$ cat src/sv/cpe_pkg.sv
`timescale 1ns / 1ps
// Shared types, character codes and arithmetic helpers of the complex postfix evaluator.
package cpe_pkg;

  typedef struct packed {
    logic [7:0] ascii_char;
    logic       end_of_expression;
  } cpe_in_t;

  typedef struct packed {
    logic signed [31:0] result_real;
    logic signed [31:0] result_imag;
    logic [1:0]         status;
  } cpe_out_t;

  typedef enum logic [1:0] {
    ST_OK    = 2'd0,
    ST_UNDER = 2'd1,
    ST_OVER  = 2'd2,
    ST_SAT   = 2'd3
  } cpe_status_e;

  // One stack entry: a complex value with 32-bit signed parts.
  typedef struct packed {
    logic signed [31:0] re;
    logic signed [31:0] im;
  } cpe_entry_t;

  // Shift control of one stack slot.
  typedef struct packed {
    logic shift_down;
    logic shift_up;
  } cpe_cell_ctrl_t;

  // Decoded stack command that travels down the pipeline with each item.
  typedef struct packed {
    logic        last;
    logic        push;
    logic        op;
    logic        mul;
    logic        empty;
    cpe_status_e flag;
  } cpe_cmd_t;

  localparam logic [7:0] CH_PLUS  = 8'h2B;
  localparam logic [7:0] CH_STAR  = 8'h2A;
  localparam logic [7:0] CH_SPACE = 8'h20;
  localparam logic [7:0] CH_MINUS = 8'h2D;
  localparam logic [7:0] CH_ZERO  = 8'h30;
  localparam logic [7:0] CH_NINE  = 8'h39;

  localparam logic [31:0] LIM_POS = 32'h7FFF_FFFF;
  localparam logic [31:0] LIM_NEG = 32'h8000_0000;

  localparam logic signed [64:0] SAT_HI = 65'sd2147483647;
  localparam logic signed [64:0] SAT_LO = -65'sd2147483648;

  localparam int OFIFO_DEPTH = 4;
  localparam int OFIFO_AW    = 2;
  localparam int OFIFO_CW    = 3;

  // Appends one decimal digit; bit 32 of the result reports saturation at the limit.
  function automatic logic [32:0] acc_digit(logic [31:0] acc, logic [3:0] dig,
                                            logic [31:0] limit);
    logic [35:0] v;
    v = (36'(acc) << 3) + (36'(acc) << 1) + 36'(dig);
    if (v > 36'(limit)) begin
      return {1'b1, limit};
    end
    return {1'b0, v[31:0]};
  endfunction

  // Clamps to the signed 32-bit range; bit 32 of the result reports saturation.
  function automatic logic [32:0] clamp32(logic signed [64:0] v);
    if (v > SAT_HI) begin
      return {1'b1, 32'h7FFF_FFFF};
    end
    if (v < SAT_LO) begin
      return {1'b1, 32'h8000_0000};
    end
    return {1'b0, v[31:0]};
  endfunction

endpackage

$ cat src/sv/cpe_stack_cell.sv
`timescale 1ns / 1ps
// One slot of the shifting operand stack.
module cpe_stack_cell (
  input  logic                   clk_i,
  input  cpe_pkg::cpe_cell_ctrl_t ctrl_i,
  input  cpe_pkg::cpe_entry_t    above_i,
  input  cpe_pkg::cpe_entry_t    below_i,
  output cpe_pkg::cpe_entry_t    data_o
);
  import cpe_pkg::*;

  cpe_entry_t data_d, data_q;

  always_comb begin
    data_d = data_q;
    if (ctrl_i.shift_down) begin
      data_d = above_i;
    end else if (ctrl_i.shift_up) begin
      data_d = below_i;
    end
  end

  // Stack contents are only read below the fill count, so they need no reset.
  always_ff @(posedge clk_i) begin
    data_q <= data_d;
  end

  assign data_o = data_q;

endmodule

$ cat config.mk
export PLATFORM = sky130hd
export DESIGN_NAME = cpe_stack_cell
export DESIGN_NICKNAME = d
export VERILOG_FILES = /design/src/sv/cpe_pkg.sv /design/src/sv/cpe_stack_cell.sv
export SDC_FILE = /design/constraint.sdc
export NUM_CORES = 1
export LEC_CHECK = 0
export BUFFER_PORTS_ARGS = -buffer_cell sky130_fd_sc_hd__buf_4
export CORE_MARGIN = 4
export CORE_UTILIZATION = 38
export DETAILED_ROUTE_END_ITERATION = 7
export GPL_TIMING_DRIVEN = 0
export PLACE_DENSITY = 0.77
export SYNTH_ARGS = -nofsm -noshare
export SYNTH_HDL_FRONTEND = slang
export SYNTH_SLANG_ARGS = --single-unit
$ cat constraint.sdc
create_clock -name clk_i -period 2.4 [get_ports clk_i]
set_clock_uncertainty 0.1 [all_clocks]
set_input_delay 0.24 -clock clk_i [delete_from_list [all_inputs] [get_ports clk_i]]
set_output_delay 0.24 -clock clk_i [all_outputs]
set_load 0.01 [all_outputs]
==> summary.md <==
| Metric | Value |
|---|---|
| H-tree levels | 3 |
| Ports | ~200 |
| Starting Density | 39.6% |
| Reg clk slew, reported paths | around 80 ps |
| CORE AREA | 0.00733 mm² |
| Hold Crit Depth | 2 |
| Worst Tran Pin Value | roughly 850 ps |
| Overflow after GRT | 0 |
| DRT Wirelength | 8.07 mm |
| Cell area power density | 647 mW/mm² |
| Required time worst endpoint | 2260 ps |
| Cell at the root of the clock tree | clkbuf_8 |
| Layout Nets | ~470 |
| Hold endpoint | data_o[40]$_DFFE_PP_ |
| Yosys top cell by area | edfxtp_1 |
| Largest fanout on the critical path | 64 |
| First-pass GRT wire length | between 10 and 15 mm |
| Wirelength per Cell | approximately 18 µm |
| Hold Vio Cnt, Final | 0 |
| Post-synthesis sequential area ratio | about two thirds |
| Syn avg cell area | roughly 21 µm² |
| Min Clock Period, post-route | 1460 ps |
| Initial DRT Pass Iterations | 4 |
| Num CTS Buffers | 9 |
| Die X | about 95 µm |
| Max-slew headroom | 43.1% |
| Hold wc startpoint | above_i[40] |
| Clock Path Buffers | 2 |
| Largest net degree at the start of global routing | between 60 and 70 |
| Via count | 2,013 |
| Post-CTS Resized | 0 |
| Ys Warns | 0 |
| DR iter-0 viols | 44 |
| Placed instance count | ~430 |
| Share of layout cells above drive strength 1 | between 80% and 90% |
| Mapped Nets | about 270 |
| Vias in the first global route | between 2,000 and 2,500 |
| Final Instance Area | 0.00470 mm² |
| DP HPWL | 6.32 mm |
| Post-DP Area | 0.00448 mm² |
| Final non-filler cell total | around 440 |
| Final Wtd Congestion | between 0.7 and 0.8 |
| P&R area growth vs syn | 61.8% |
| Crit Path Category | in2reg |
| Largest register FFs | 64 |
| # DRC | 0 |
| Worst hold path type | in2reg |
| Antenna Nets Post-Route | 0 |
| Setup crit start kind | input port |
| Max rail drop VDD | 0.271 mV |
| Crit path DAT | around 1300 ps |
| Hold_buf cts | 0 |
| GR Util All Layers | 16.7% |
| Post-route setup TNS | 0 ps |
| Clock Sinks | 64 |
| RSZ-0062 raised after global routing | false |
| Crit. End Element | register |
| Synth Cell Area | 0.00291 mm² |
| Post-CTS setup buffers | 0 |
| Static leakage | roughly 2.2 nW |
| I/O Buffers | 193 |
| Slew Viols, Final | 0 |
| Initial antenna violation count | 0 |
| Die H | 95.4 µm |
| Final setup violation count | 0 |
| Mapped Cells | 136 |
| Filler cells | around 570 |
| Crit share post-route | between 60 and 70% |
| Clock tree from TritonCTS | built |
| Die footprint | 0.00911 mm² |
| F_max | 0.687 GHz |
| Max_cap viols | 0 |
| Final core occ | ~64% |
| Synth top area share | 66.1% |
| Rows | 31 |
| Status | complete, no violations |
| Avg Vias per Cell | 4.53 |
| Synth top area cells | edfxtp_1, mux2_4, mux2_2, buf_6, or2_1 |
| Synth unique cells | 6 |
| N_diodes | 0 |
| Post-synthesis register bit count | 64 |
## area by class of cell
type	instances	area (µm²)	share of cell area [%]
sequential	64	1920	40.9
timing repair buffer	193	1450	30.8
multi-input combinational	65	913	19.4
clock buffer	9	124	2.64
tap	99	124	2.64
clock inverter	7	95.1	2.02
buffer	7	72.6	1.54
## how the worst max path moves through the flow
stage / startpoint / end / slack [ps] / cells after the start
detailed placement: ctrl_i[1] / data_o[31]$_DFFE_PP_ / 140 / 3
CTS: ctrl_i[1] / data_o[63]$_DFFE_PP_ / 500 / 3
finish: ctrl_i[1] / data_o[61]$_DFFE_PP_ / 940 / 3
floorplan: ctrl_i[1] / data_o[0]$_DFFE_PP_ / 520 / 3
global placement: ctrl_i[1] / data_o[16]$_DFFE_PP_ / 150 / 3
global route: ctrl_i[1] / data_o[61]$_DFFE_PP_ / 850 / 3
## synthesized netlist by cell type
cell type / count
buf_6: 6
mux2_2: 15
edfxtp_1: 64
or2_1: 1
mux2_4: 49
buf_2: 1
## power by group
group	internal, mW	total (mW)	switching, mW
registers	1.37	1.41	0.0352
clock network	0.584	1.02	0.431
logic	0.396	0.618	0.222
## cell usage in the layout (no fill, tap or decap)
master	synthesis	routed
buf_6	6	6
clkinvlp_4	0	3
clkbuf_8	0	9
mux2_4	49	49
bufinv_16	0	2
or2_4	0	1
clkinv_1	0	1
buf_4	0	193
inv_6	0	1
edfxtp_1	64	64
mux2_2	15	15
buf_2	1	1
## routing by layer
metal | track usage, % | part of all wire [%] | up-vias | wire (µm)
li1 | - | - | 944 | -
met1 | 16.2 | 33 | 945 | 2690
met2 | 32.1 | 55 | 113 | 4400
met3 | 4.81 | 10 | 11 | 835
met4 | 7.58 | 1.7 | 0 | 139
met5 | 0 | 0 | - | 0
## through the flow
stage          worst slack (ps)  power (mW)  hold slack (ps)
6_report                    944        3.04              102
3_3_place_gp                153        2.04              441
2_1_floorplan               519        1.67              357
3_5_place_dp                138        2.06              444
5_1_grt                     850        3.16             78.4
4_1_cts                     502        3.08             80.6
## cell families after synthesis
kind of cell,synth area share (%)
buffers and inverters,2.50
flip-flops,66.1
multiplexers,31.1
AND/OR/NAND/NOR,0.215
## critical path: stages
cell and delay (ps):
buf_6 140, buf_6 200, or2_4 710
(Power assumes the default switching activity.)
