===== config.mk =====
export PLATFORM = sky130hd
export DESIGN_NAME = cpe_out_fifo
export DESIGN_NICKNAME = d
export VERILOG_FILES = /design/src/sv/cpe_pkg.sv /design/src/sv/cpe_out_fifo.sv
export SDC_FILE = /design/constraint.sdc
export NUM_CORES = 1
export LEC_CHECK = 0
export ABC_AREA = 1
export BUFFER_PORTS_ARGS = -buffer_cell sky130_fd_sc_hd__buf_4
export CAP_MARGIN = 20
export CORE_MARGIN = 3
export CORE_UTILIZATION = 31
export DETAILED_ROUTE_END_ITERATION = 6
export SLEW_MARGIN = 20
export SYNTH_ARGS = -nofsm -noshare
export SYNTH_HDL_FRONTEND = slang
export SYNTH_SLANG_ARGS = --single-unit
export TNS_END_PERCENT = 30

===== constraint.sdc =====
create_clock -name clk_i -period 3.4 [get_ports clk_i]
set_input_delay 0.17 -clock clk_i [delete_from_list [all_inputs] [get_ports clk_i]]
set_output_delay 0.17 -clock clk_i [all_outputs]
set_load 0.01 [all_outputs]

===== src/sv/cpe_pkg.sv =====
`timescale 1ns / 1ps
// Shared types, character codes and arithmetic helpers of the complex postfix evaluator.
package cpe_pkg;

  typedef struct packed {
    logic [7:0] ascii_char;
    logic       end_of_expression;
  } cpe_in_t;

  typedef struct packed {
    logic signed [31:0] result_real;
    logic signed [31:0] result_imag;
    logic [1:0]         status;
  } cpe_out_t;

  typedef enum logic [1:0] {
    ST_OK    = 2'd0,
    ST_UNDER = 2'd1,
    ST_OVER  = 2'd2,
    ST_SAT   = 2'd3
  } cpe_status_e;

  // One stack entry: a complex value with 32-bit signed parts.
  typedef struct packed {
    logic signed [31:0] re;
    logic signed [31:0] im;
  } cpe_entry_t;

  // Shift control of one stack slot.
  typedef struct packed {
    logic shift_down;
    logic shift_up;
  } cpe_cell_ctrl_t;

  // Decoded stack command that travels down the pipeline with each item.
  typedef struct packed {
    logic        last;
    logic        push;
    logic        op;
    logic        mul;
    logic        empty;
    cpe_status_e flag;
  } cpe_cmd_t;

  localparam logic [7:0] CH_PLUS  = 8'h2B;
  localparam logic [7:0] CH_STAR  = 8'h2A;
  localparam logic [7:0] CH_SPACE = 8'h20;
  localparam logic [7:0] CH_MINUS = 8'h2D;
  localparam logic [7:0] CH_ZERO  = 8'h30;
  localparam logic [7:0] CH_NINE  = 8'h39;

  localparam logic [31:0] LIM_POS = 32'h7FFF_FFFF;
  localparam logic [31:0] LIM_NEG = 32'h8000_0000;

  localparam logic signed [64:0] SAT_HI = 65'sd2147483647;
  localparam logic signed [64:0] SAT_LO = -65'sd2147483648;

  localparam int OFIFO_DEPTH = 4;
  localparam int OFIFO_AW    = 2;
  localparam int OFIFO_CW    = 3;

  // Appends one decimal digit; bit 32 of the result reports saturation at the limit.
  function automatic logic [32:0] acc_digit(logic [31:0] acc, logic [3:0] dig,
                                            logic [31:0] limit);
    logic [35:0] v;
    v = (36'(acc) << 3) + (36'(acc) << 1) + 36'(dig);
    if (v > 36'(limit)) begin
      return {1'b1, limit};
    end
    return {1'b0, v[31:0]};
  endfunction

  // Clamps to the signed 32-bit range; bit 32 of the result reports saturation.
  function automatic logic [32:0] clamp32(logic signed [64:0] v);
    if (v > SAT_HI) begin
      return {1'b1, 32'h7FFF_FFFF};
    end
    if (v < SAT_LO) begin
      return {1'b1, 32'h8000_0000};
    end
    return {1'b0, v[31:0]};
  endfunction

endpackage


===== src/sv/cpe_out_fifo.sv =====
`timescale 1ns / 1ps
// Small result queue between the evaluation pipeline and the output channel.
module cpe_out_fifo (
  input  logic                                 clk_i,
  input  logic                                 rst_ni,
  input  logic                                 wr_valid_i,
  input  cpe_pkg::cpe_out_t                    wr_data_i,
  output logic                                 rd_valid_o,
  input  logic                                 rd_ready_i,
  output cpe_pkg::cpe_out_t                    rd_data_o,
  output logic [cpe_pkg::OFIFO_CW-1:0]         count_o
);
  import cpe_pkg::*;

  cpe_out_t              mem_q [OFIFO_DEPTH];
  logic [OFIFO_AW-1:0]   wr_ptr_d, wr_ptr_q, rd_ptr_d, rd_ptr_q;
  logic [OFIFO_CW-1:0]   count_d, count_q;
  logic                  rd_fire;

  assign rd_valid_o = (count_q != '0);
  assign rd_fire    = rd_valid_o && rd_ready_i;
  assign rd_data_o  = mem_q[rd_ptr_q];
  assign count_o    = count_q;

  always_comb begin
    wr_ptr_d = wr_valid_i ? wr_ptr_q + OFIFO_AW'(1) : wr_ptr_q;
    rd_ptr_d = rd_fire ? rd_ptr_q + OFIFO_AW'(1) : rd_ptr_q;
    case ({wr_valid_i, rd_fire})
      2'b10:   count_d = count_q + OFIFO_CW'(1);
      2'b01:   count_d = count_q - OFIFO_CW'(1);
      default: count_d = count_q;
    endcase
  end

  always_ff @(posedge clk_i or negedge rst_ni) begin
    if (!rst_ni) begin
      wr_ptr_q <= '0;
      rd_ptr_q <= '0;
      count_q  <= '0;
    end else begin
      wr_ptr_q <= wr_ptr_d;
      rd_ptr_q <= rd_ptr_d;
      count_q  <= count_d;
    end
  end

  always_ff @(posedge clk_i) begin
    if (wr_valid_i) begin
      mem_q[wr_ptr_q] <= wr_data_i;
    end
  end

endmodule

==> flow_summary.yaml, run 1 <==
logic_synthesis:
  syn_inst: 827
  ys_seq_elements: 271
  yosys.cell_types.count: 17
  synth_fp_nets: 903
  synth_largest_type_area_fraction: 0.720
  synth_seq_area_share: 0.736
  synth_largest_area_cell: "sky130_fd_sc_hd__edfxtp_1"
  synth_area_leaders: "sky130_fd_sc_hd__edfxtp_1 (72%), sky130_fd_sc_hd__o211ai_1 (9.0%), sky130_fd_sc_hd__nand2_1 (7.4%)"
  synth-warning-count: 0
  syn-cell-area_mm2: 0.0110
  postSynthAreaPerCell_um2: 13.3
floorplan:
  fp.coreArea_mm2: 0.0348
  boundary_pins: 140
  die_y_um: 194
  floorplan.die_area_mm2: 0.0378
  initial_core_util: 0.316
  die_w_um: 194
  std_cell_rows: 68
global_route:
  grt.overflow.total: 0
  grt_max_degree: 97
  wire_length_of_the_first_global_routing_pass_um: 36300
  antenna_found_initial: 3
  number_of_global_route_vias_before_repair: 6553
  grt.total_usage: 0.119
drt:
  post-route-drc-count: 0
  detailedRoute.firstIterationViolations: 337
  wl_per_cell_um: 15.2
  drtPass1Iterations: 4
  detailroute.via_count: 6639
  post_drt_via_cell_ratio: 4.38
  routed_wl_um: 23100
  postRouteAntennaNets: 0
timing:
  clock.fmax_mhz: 396
  worst-slew-pin-transition_ns: 0.928
  finalSetupViolCount: 0
  worst_clock_skew_ns: 0.0136
  final_hold_viol_count: 0
  setup_tns_ns: 0
  timing.final.ws_setup_ns: 0.874
  relative_slew_slack: 0.382
  maxSlewViolCount: 0
  fin_crit_ns: 2.53
  finalCritPeriodShare: 0.743
  rsz0062_at_grt: "no"
layout:
  area.growth.synth_to_final_pct: 26.8
  postLayoutCoreUtil: 0.401
  layout.cells.most_common: "sky130_fd_sc_hd__edfxtp_1"
  ratio_of_cells_with_drive_above_1_in_the_final_layout: 0.184
  finish.instance_area_mm2: 0.0140
  layout.cells.most_common_list: "sky130_fd_sc_hd__edfxtp_1 (264), sky130_fd_sc_hd__nand2_1 (216), sky130_fd_sc_hd__buf_4 (150)"
  final_layout_net_count: 1112
worst_setup_path:
  cp-end-kind: "output port"
  worst_setup_sp_type: "register"
  r2r.worst_path.cells: 6
  timing.critical_path.arrival_ns: 2.36
  cp-endpoint: "rd_data_o[1]"
  timing.critical_path.depth: 6
  critPathBufInv: 3
  timing.critical_path.slowest_stage_cell: "sky130_fd_sc_hd__dfrtp_1"
  rr_startpoint: "wr_ptr_q[0]$_DFFE_PN0P_"
  setup.worst_path.class: "reg -> out"
  timing.critical_path.required_ns: 3.23
  rr_endpoint: "mem_q[2][64]$_DFFE_PP_"
  crit_family: "buffers and inverters"
  critPathMaxStageDelay_ns: 0.45
  cp_max_fo: 96
  cell_chain_of_the_critical_path: "inv_8 > buf_4 > nand2_1 > o211ai_1 > nand2_1 > buf_4"
  r2r_slack_ns: 1.16
  timing.critical_path.from: "rd_ptr_q[0]$_DFFE_PN0P_"
clock_tree:
  cts.root.buffer_cell: "sky130_fd_sc_hd__clkbuf_16"
  clock_path_buffers: 3
  clock_insertion_delay_worst_skew_ns: 0.54
  cts-buffers-inserted: 29
  cts_tree: "done"
  cts.sinks: 271
  ctsHtreeMaxLevel: 1
  clkSlewWorstSetupHoldPaths_ns: 0.06
placement:
  portBuffers: 139
  detailed_place_hpwl_um: 13400
  pre_cts_slack_ns: 1.11
  detailed_place.area_mm2: 0.0124
  gp_congestion: 0.677
pwr:
  vdd_ir_drop_max_mv: 0.588
  powerDensity_mw_per_mm2: 821
  leakage_nw: 5.59
run:
  max_cap_violations: 0
hold_path:
  holdCritPathClass: "in -> reg"
  timing.hold.worst_path_depth: 2
status:
  outcome: "complete, no violations"
==> routing by layer <==
| layer | track usage | up-vias | routed length (µm) |
|---|---|---|---|
| met3 | 0.0288 | 44 | 1290 |
| met4 | 0.0295 | 4 | 450 |
| met2 | 0.195 | 139 | 10700 |
| met5 | 0 | - | 27 |
| met1 | 0.162 | 3153 | 10700 |
| li1 | - | 3299 | - |
==> worst register-to-register path, stage by stage (launching register included) <==
cell and delay [ns]:
sky130_fd_sc_hd__dfrtp_1 0.42, sky130_fd_sc_hd__inv_1 0.10, sky130_fd_sc_hd__ha_1 0.15, sky130_fd_sc_hd__nand2_1 0.07
sky130_fd_sc_hd__clkinv_2 0.33, sky130_fd_sc_hd__buf_4 0.48, sky130_fd_sc_hd__buf_4 0.36
==> stage by stage <==
| stage | instances | hold WS (ns) | power (mW) |
|---|---|---|---|
| after global routing | 1515 | 0.352 | 12.2 |
| after detailed placement | 1390 | -0.00395 | 8.66 |
| final | 1515 | 0.373 | 11.5 |
| after CTS | 1514 | 0.339 | 11.7 |
| after floorplan | 827 | -0.126 | 7.13 |
| after global placement | 1390 | -0.00431 | 8.60 |
==> power breakdown <==
group,internal [mW],total [mW],switching [mW]
Sequential,4.37,4.52,0.149
Combinational,1.54,3.99,2.45
Clock,1.70,2.95,1.24
==> sequential cells by signal, summed over array words and instances (netlist names) <==
register	count
count_o	3
mem_q	264
rd_ptr_q	2
wr_ptr_q	2
==> logic make-up (layout without fill, tap and decap cells) <==
family	count (synthesis)	in the layout	share of synthesized area
AO/OA/AOI/OAI	134	134	0.0910
AND/OR/NAND/NOR	221	221	0.0761
flip-flops	271	271	0.736
buffers and inverters	193	425	0.0874
XOR/XNOR	2	2	0.00159
adder cells (fa/ha/maj)	6	6	0.00751
other	0	1	0
==> Yosys cell counts <==
master,n
sky130_fd_sc_hd__ha_1,5
sky130_fd_sc_hd__inv_2,2
sky130_fd_sc_hd__buf_2,4
sky130_fd_sc_hd__nand2_1,216
sky130_fd_sc_hd__inv_1,146
sky130_fd_sc_hd__clkbuf_1,7
sky130_fd_sc_hd__dfrtp_1,7
sky130_fd_sc_hd__fa_1,1
sky130_fd_sc_hd__o21ai_0,2
sky130_fd_sc_hd__nand4_1,1
sky130_fd_sc_hd__buf_4,6
sky130_fd_sc_hd__edfxtp_1,264
sky130_fd_sc_hd__buf_6,28
sky130_fd_sc_hd__o211ai_1,132
sky130_fd_sc_hd__nand3_1,4
sky130_fd_sc_hd__xor2_1,1
sky130_fd_sc_hd__xnor2_1,1
==> layout make-up <==
class,count,area (µm²)
Multi-Input combinational cell,363,1940
Clock buffer,34,744
Clock inverter,20,140
Sequential cell,271,8110
Tap cell,455,569
Antenna cell,1,2.50
Fill cell,3285,20800
Inverter,148,568
Timing Repair Buffer,223,1890
==> worst min path at each step <==
stage	startpoint	end	slack [ns]
after floorplan	rst_ni	count_o[0]$_DFFE_PN0P_	-0.13
final	wr_data_i[61]	mem_q[2][61]$_DFFE_PP_	0.37
after detailed placement	rst_ni	count_o[2]$_DFFE_PN0P_	-0.004
after CTS	wr_data_i[60]	mem_q[1][60]$_DFFE_PP_	0.34
after global placement	rst_ni	count_o[2]$_DFFE_PN0P_	-0.004
after global routing	wr_data_i[42]	mem_q[1][42]$_DFFE_PP_	0.35
==> what timing repair did <==
item,CTS,global route
hold endpoints to repair,275,0
buffers inserted,0,0
hold buffers,70,0
resized for setup,0,0
Note: power is estimated with default switching activity, not from simulation.
==> inputs of run 2 (changes only) <==
==> constraint.sdc (replaced) <==
create_clock -name clk_i -period 2.54 [get_ports clk_i]
set_input_delay 0.127 -clock clk_i [delete_from_list [all_inputs] [get_ports clk_i]]
set_output_delay 0.127 -clock clk_i [all_outputs]
set_load 0.01 [all_outputs]
==> flow_summary.yaml, run 2 (synthesis gave the netlist of run 1 again) <==
status:
  outcome: "complete, no violations"
placement:
  cell_count_after_placement: 1392
  gp_congestion: 0.723
  portBuffers: 139
  detailed_place_hpwl_um: 13600
layout:
  num-fill-cells: 3232
  filler_free_cell_count_of_the_finished_design: 1516
  largest_register_ffs: 264
  max_flop_register: "mem_q"
  final_layout_net_count: 1114
  layout.cells.most_common_list: "sky130_fd_sc_hd__edfxtp_1 (264), sky130_fd_sc_hd__nand2_1 (216), sky130_fd_sc_hd__buf_4 (147)"
  layout.cells.most_common: "sky130_fd_sc_hd__edfxtp_1"
  area.growth.synth_to_final_pct: 27.8
  ratio_of_cells_with_drive_above_1_in_the_final_layout: 0.190
worst_setup_path:
  critPathBufInv: 3
  cp_max_fo: 71
  cp-end-kind: "output port"
  critPathMaxStageDelay_ns: 0.45
  cpMostUsedCell: "sky130_fd_sc_hd__nand2_1"
  timing.critical_path.required_ns: 2.41
  timing.critical_path.arrival_ns: 2.12
  setup.worst_path.class: "reg -> out"
  cell_chain_of_the_critical_path: "inv_8 > buf_12 > nand2_1 > o211ai_1 > nand2_1 > buf_4"
  timing.critical_path.slowest_stage_cell: "sky130_fd_sc_hd__dfrtp_1"
  crit_family: "buffers and inverters"
  worst_setup_sp_type: "register"
clock_tree:
  cts-buffers-inserted: 29
  cts_tree: "done"
  cts_hold_buffers_added: 70
  cts.repair_timing.setup_buffer_count: 0
  cts.sinks: 271
  post_cts_gate_resize_count: 0
  clock_path_buffers: 3
  cts.root.buffer_cell: "sky130_fd_sc_hd__clkbuf_16"
  clock_insertion_delay_worst_skew_ns: 0.52
  ctsHtreeMaxLevel: 1
  clkSlewWorstSetupHoldPaths_ns: 0.06
timing:
  rsz0062_at_grt: "no"
  finalCritPeriodShare: 0.885
  setup_tns_ns: 0
  fin_crit_ns: 2.25
  final_hold_viol_count: 0
  clock.fmax_mhz: 445
  worst-slew-pin-transition_ns: 0.608
  maxSlewViolCount: 0
  worst_clock_skew_ns: 0.00804
  relative_slew_slack: 0.595
  finalSetupViolCount: 0
  finalHoldWorstSlack_ns: 0.345
pwr:
  vdd_ir_drop_max_mv: 0.527
  leakage_nw: 5.63
  powerDensity_mw_per_mm2: 1100
drt:
  post-route-drc-count: 0
  drtPass1Iterations: 6
  detailedRoute.firstIterationViolations: 264
  postRouteAntennaNets: 0
  detailroute.via_count: 6517
  routed_wl_um: 22700
  post_drt_via_cell_ratio: 4.30
  wl_per_cell_um: 15.0
run:
  max_cap_violations: 0
hold_path:
  holdCritPathClass: "in -> reg"
floorplan:
  floorplan.die_area_mm2: 0.0378
  die_y_um: 194
  fp.coreArea_mm2: 0.0348
  die_w_um: 194
  std_cell_rows: 68
  boundary_pins: 140
  initial_core_util: 0.316
global_route:
  wire_length_of_the_first_global_routing_pass_um: 36100
  grt.total_usage: 0.118
  antenna_found_initial: 3
  number_of_global_route_vias_before_repair: 6548
  grt_max_degree: 72
  grt.overflow.total: 0
run 2: routing by layer:
layer  wire length (µm)  track usage  vias up
met3               1220       0.0279       25
met4                280       0.0226        0
met1              10400        0.158     3062
met2              10800        0.200      131
met5                  0            0        -
li1                   -            -     3299
run 2: area by class of cell:
type	count	area (µm²)	area share
diodes	3	7.51	0.000534
clock inverters	6	56.3	0.00401
multi-input cells	363	1940	0.138
repair buffers	225	1960	0.140
flip-flops and latches	271	8110	0.577
clock buffers	45	847	0.0603
well taps	455	569	0.0405
inverters	148	568	0.0404
run 2: worst paths after layout:
kind                                         start                      end  slack (ns)  cells after the start
setup / recovery           rd_ptr_q[0]$_DFFE_PN0P_            rd_data_o[28]        0.29                      6
hold reg to reg             count_o[0]$_DFFE_PN0P_   count_o[0]$_DFFE_PN0P_        0.50                      1
min in group asynchronous                   rst_ni   count_o[2]$_DFFE_PN0P_        0.58                      3
max in group asynchronous                   rst_ni  rd_ptr_q[1]$_DFFE_PN0P_        1.67                      3
setup reg to reg            count_o[1]$_DFFE_PN0P_   count_o[2]$_DFFE_PN0P_        0.76                     11
hold / removal                       wr_data_i[64]   mem_q[3][64]$_DFFE_PP_        0.35                      2
run 2: metrics by stage:
step / power [mW] / setup slack [ns] / cell area (µm²) / util
3_3_place_gp: 11.6 / 0.770 / 12400 / 0.358
3_5_place_dp: 11.7 / 0.753 / 12400 / 0.358
4_1_cts: 15.7 / 0.258 / 14000 / 0.404
5_1_grt: 16.4 / 0.136 / 14100 / 0.404
2_1_floorplan: 9.55 / 0.158 / 11000 / -
6_report: 15.4 / 0.293 / 14100 / 0.404
run 2: where the power goes:
group | internal, mW | leakage [nW] | switching, mW
combinational | 2.15 | 2.68 | 3.29
clock | 2.37 | 0.439 | 1.56
sequential | 5.85 | 2.51 | 0.204
total | 10.4 | 5.63 | 5.06
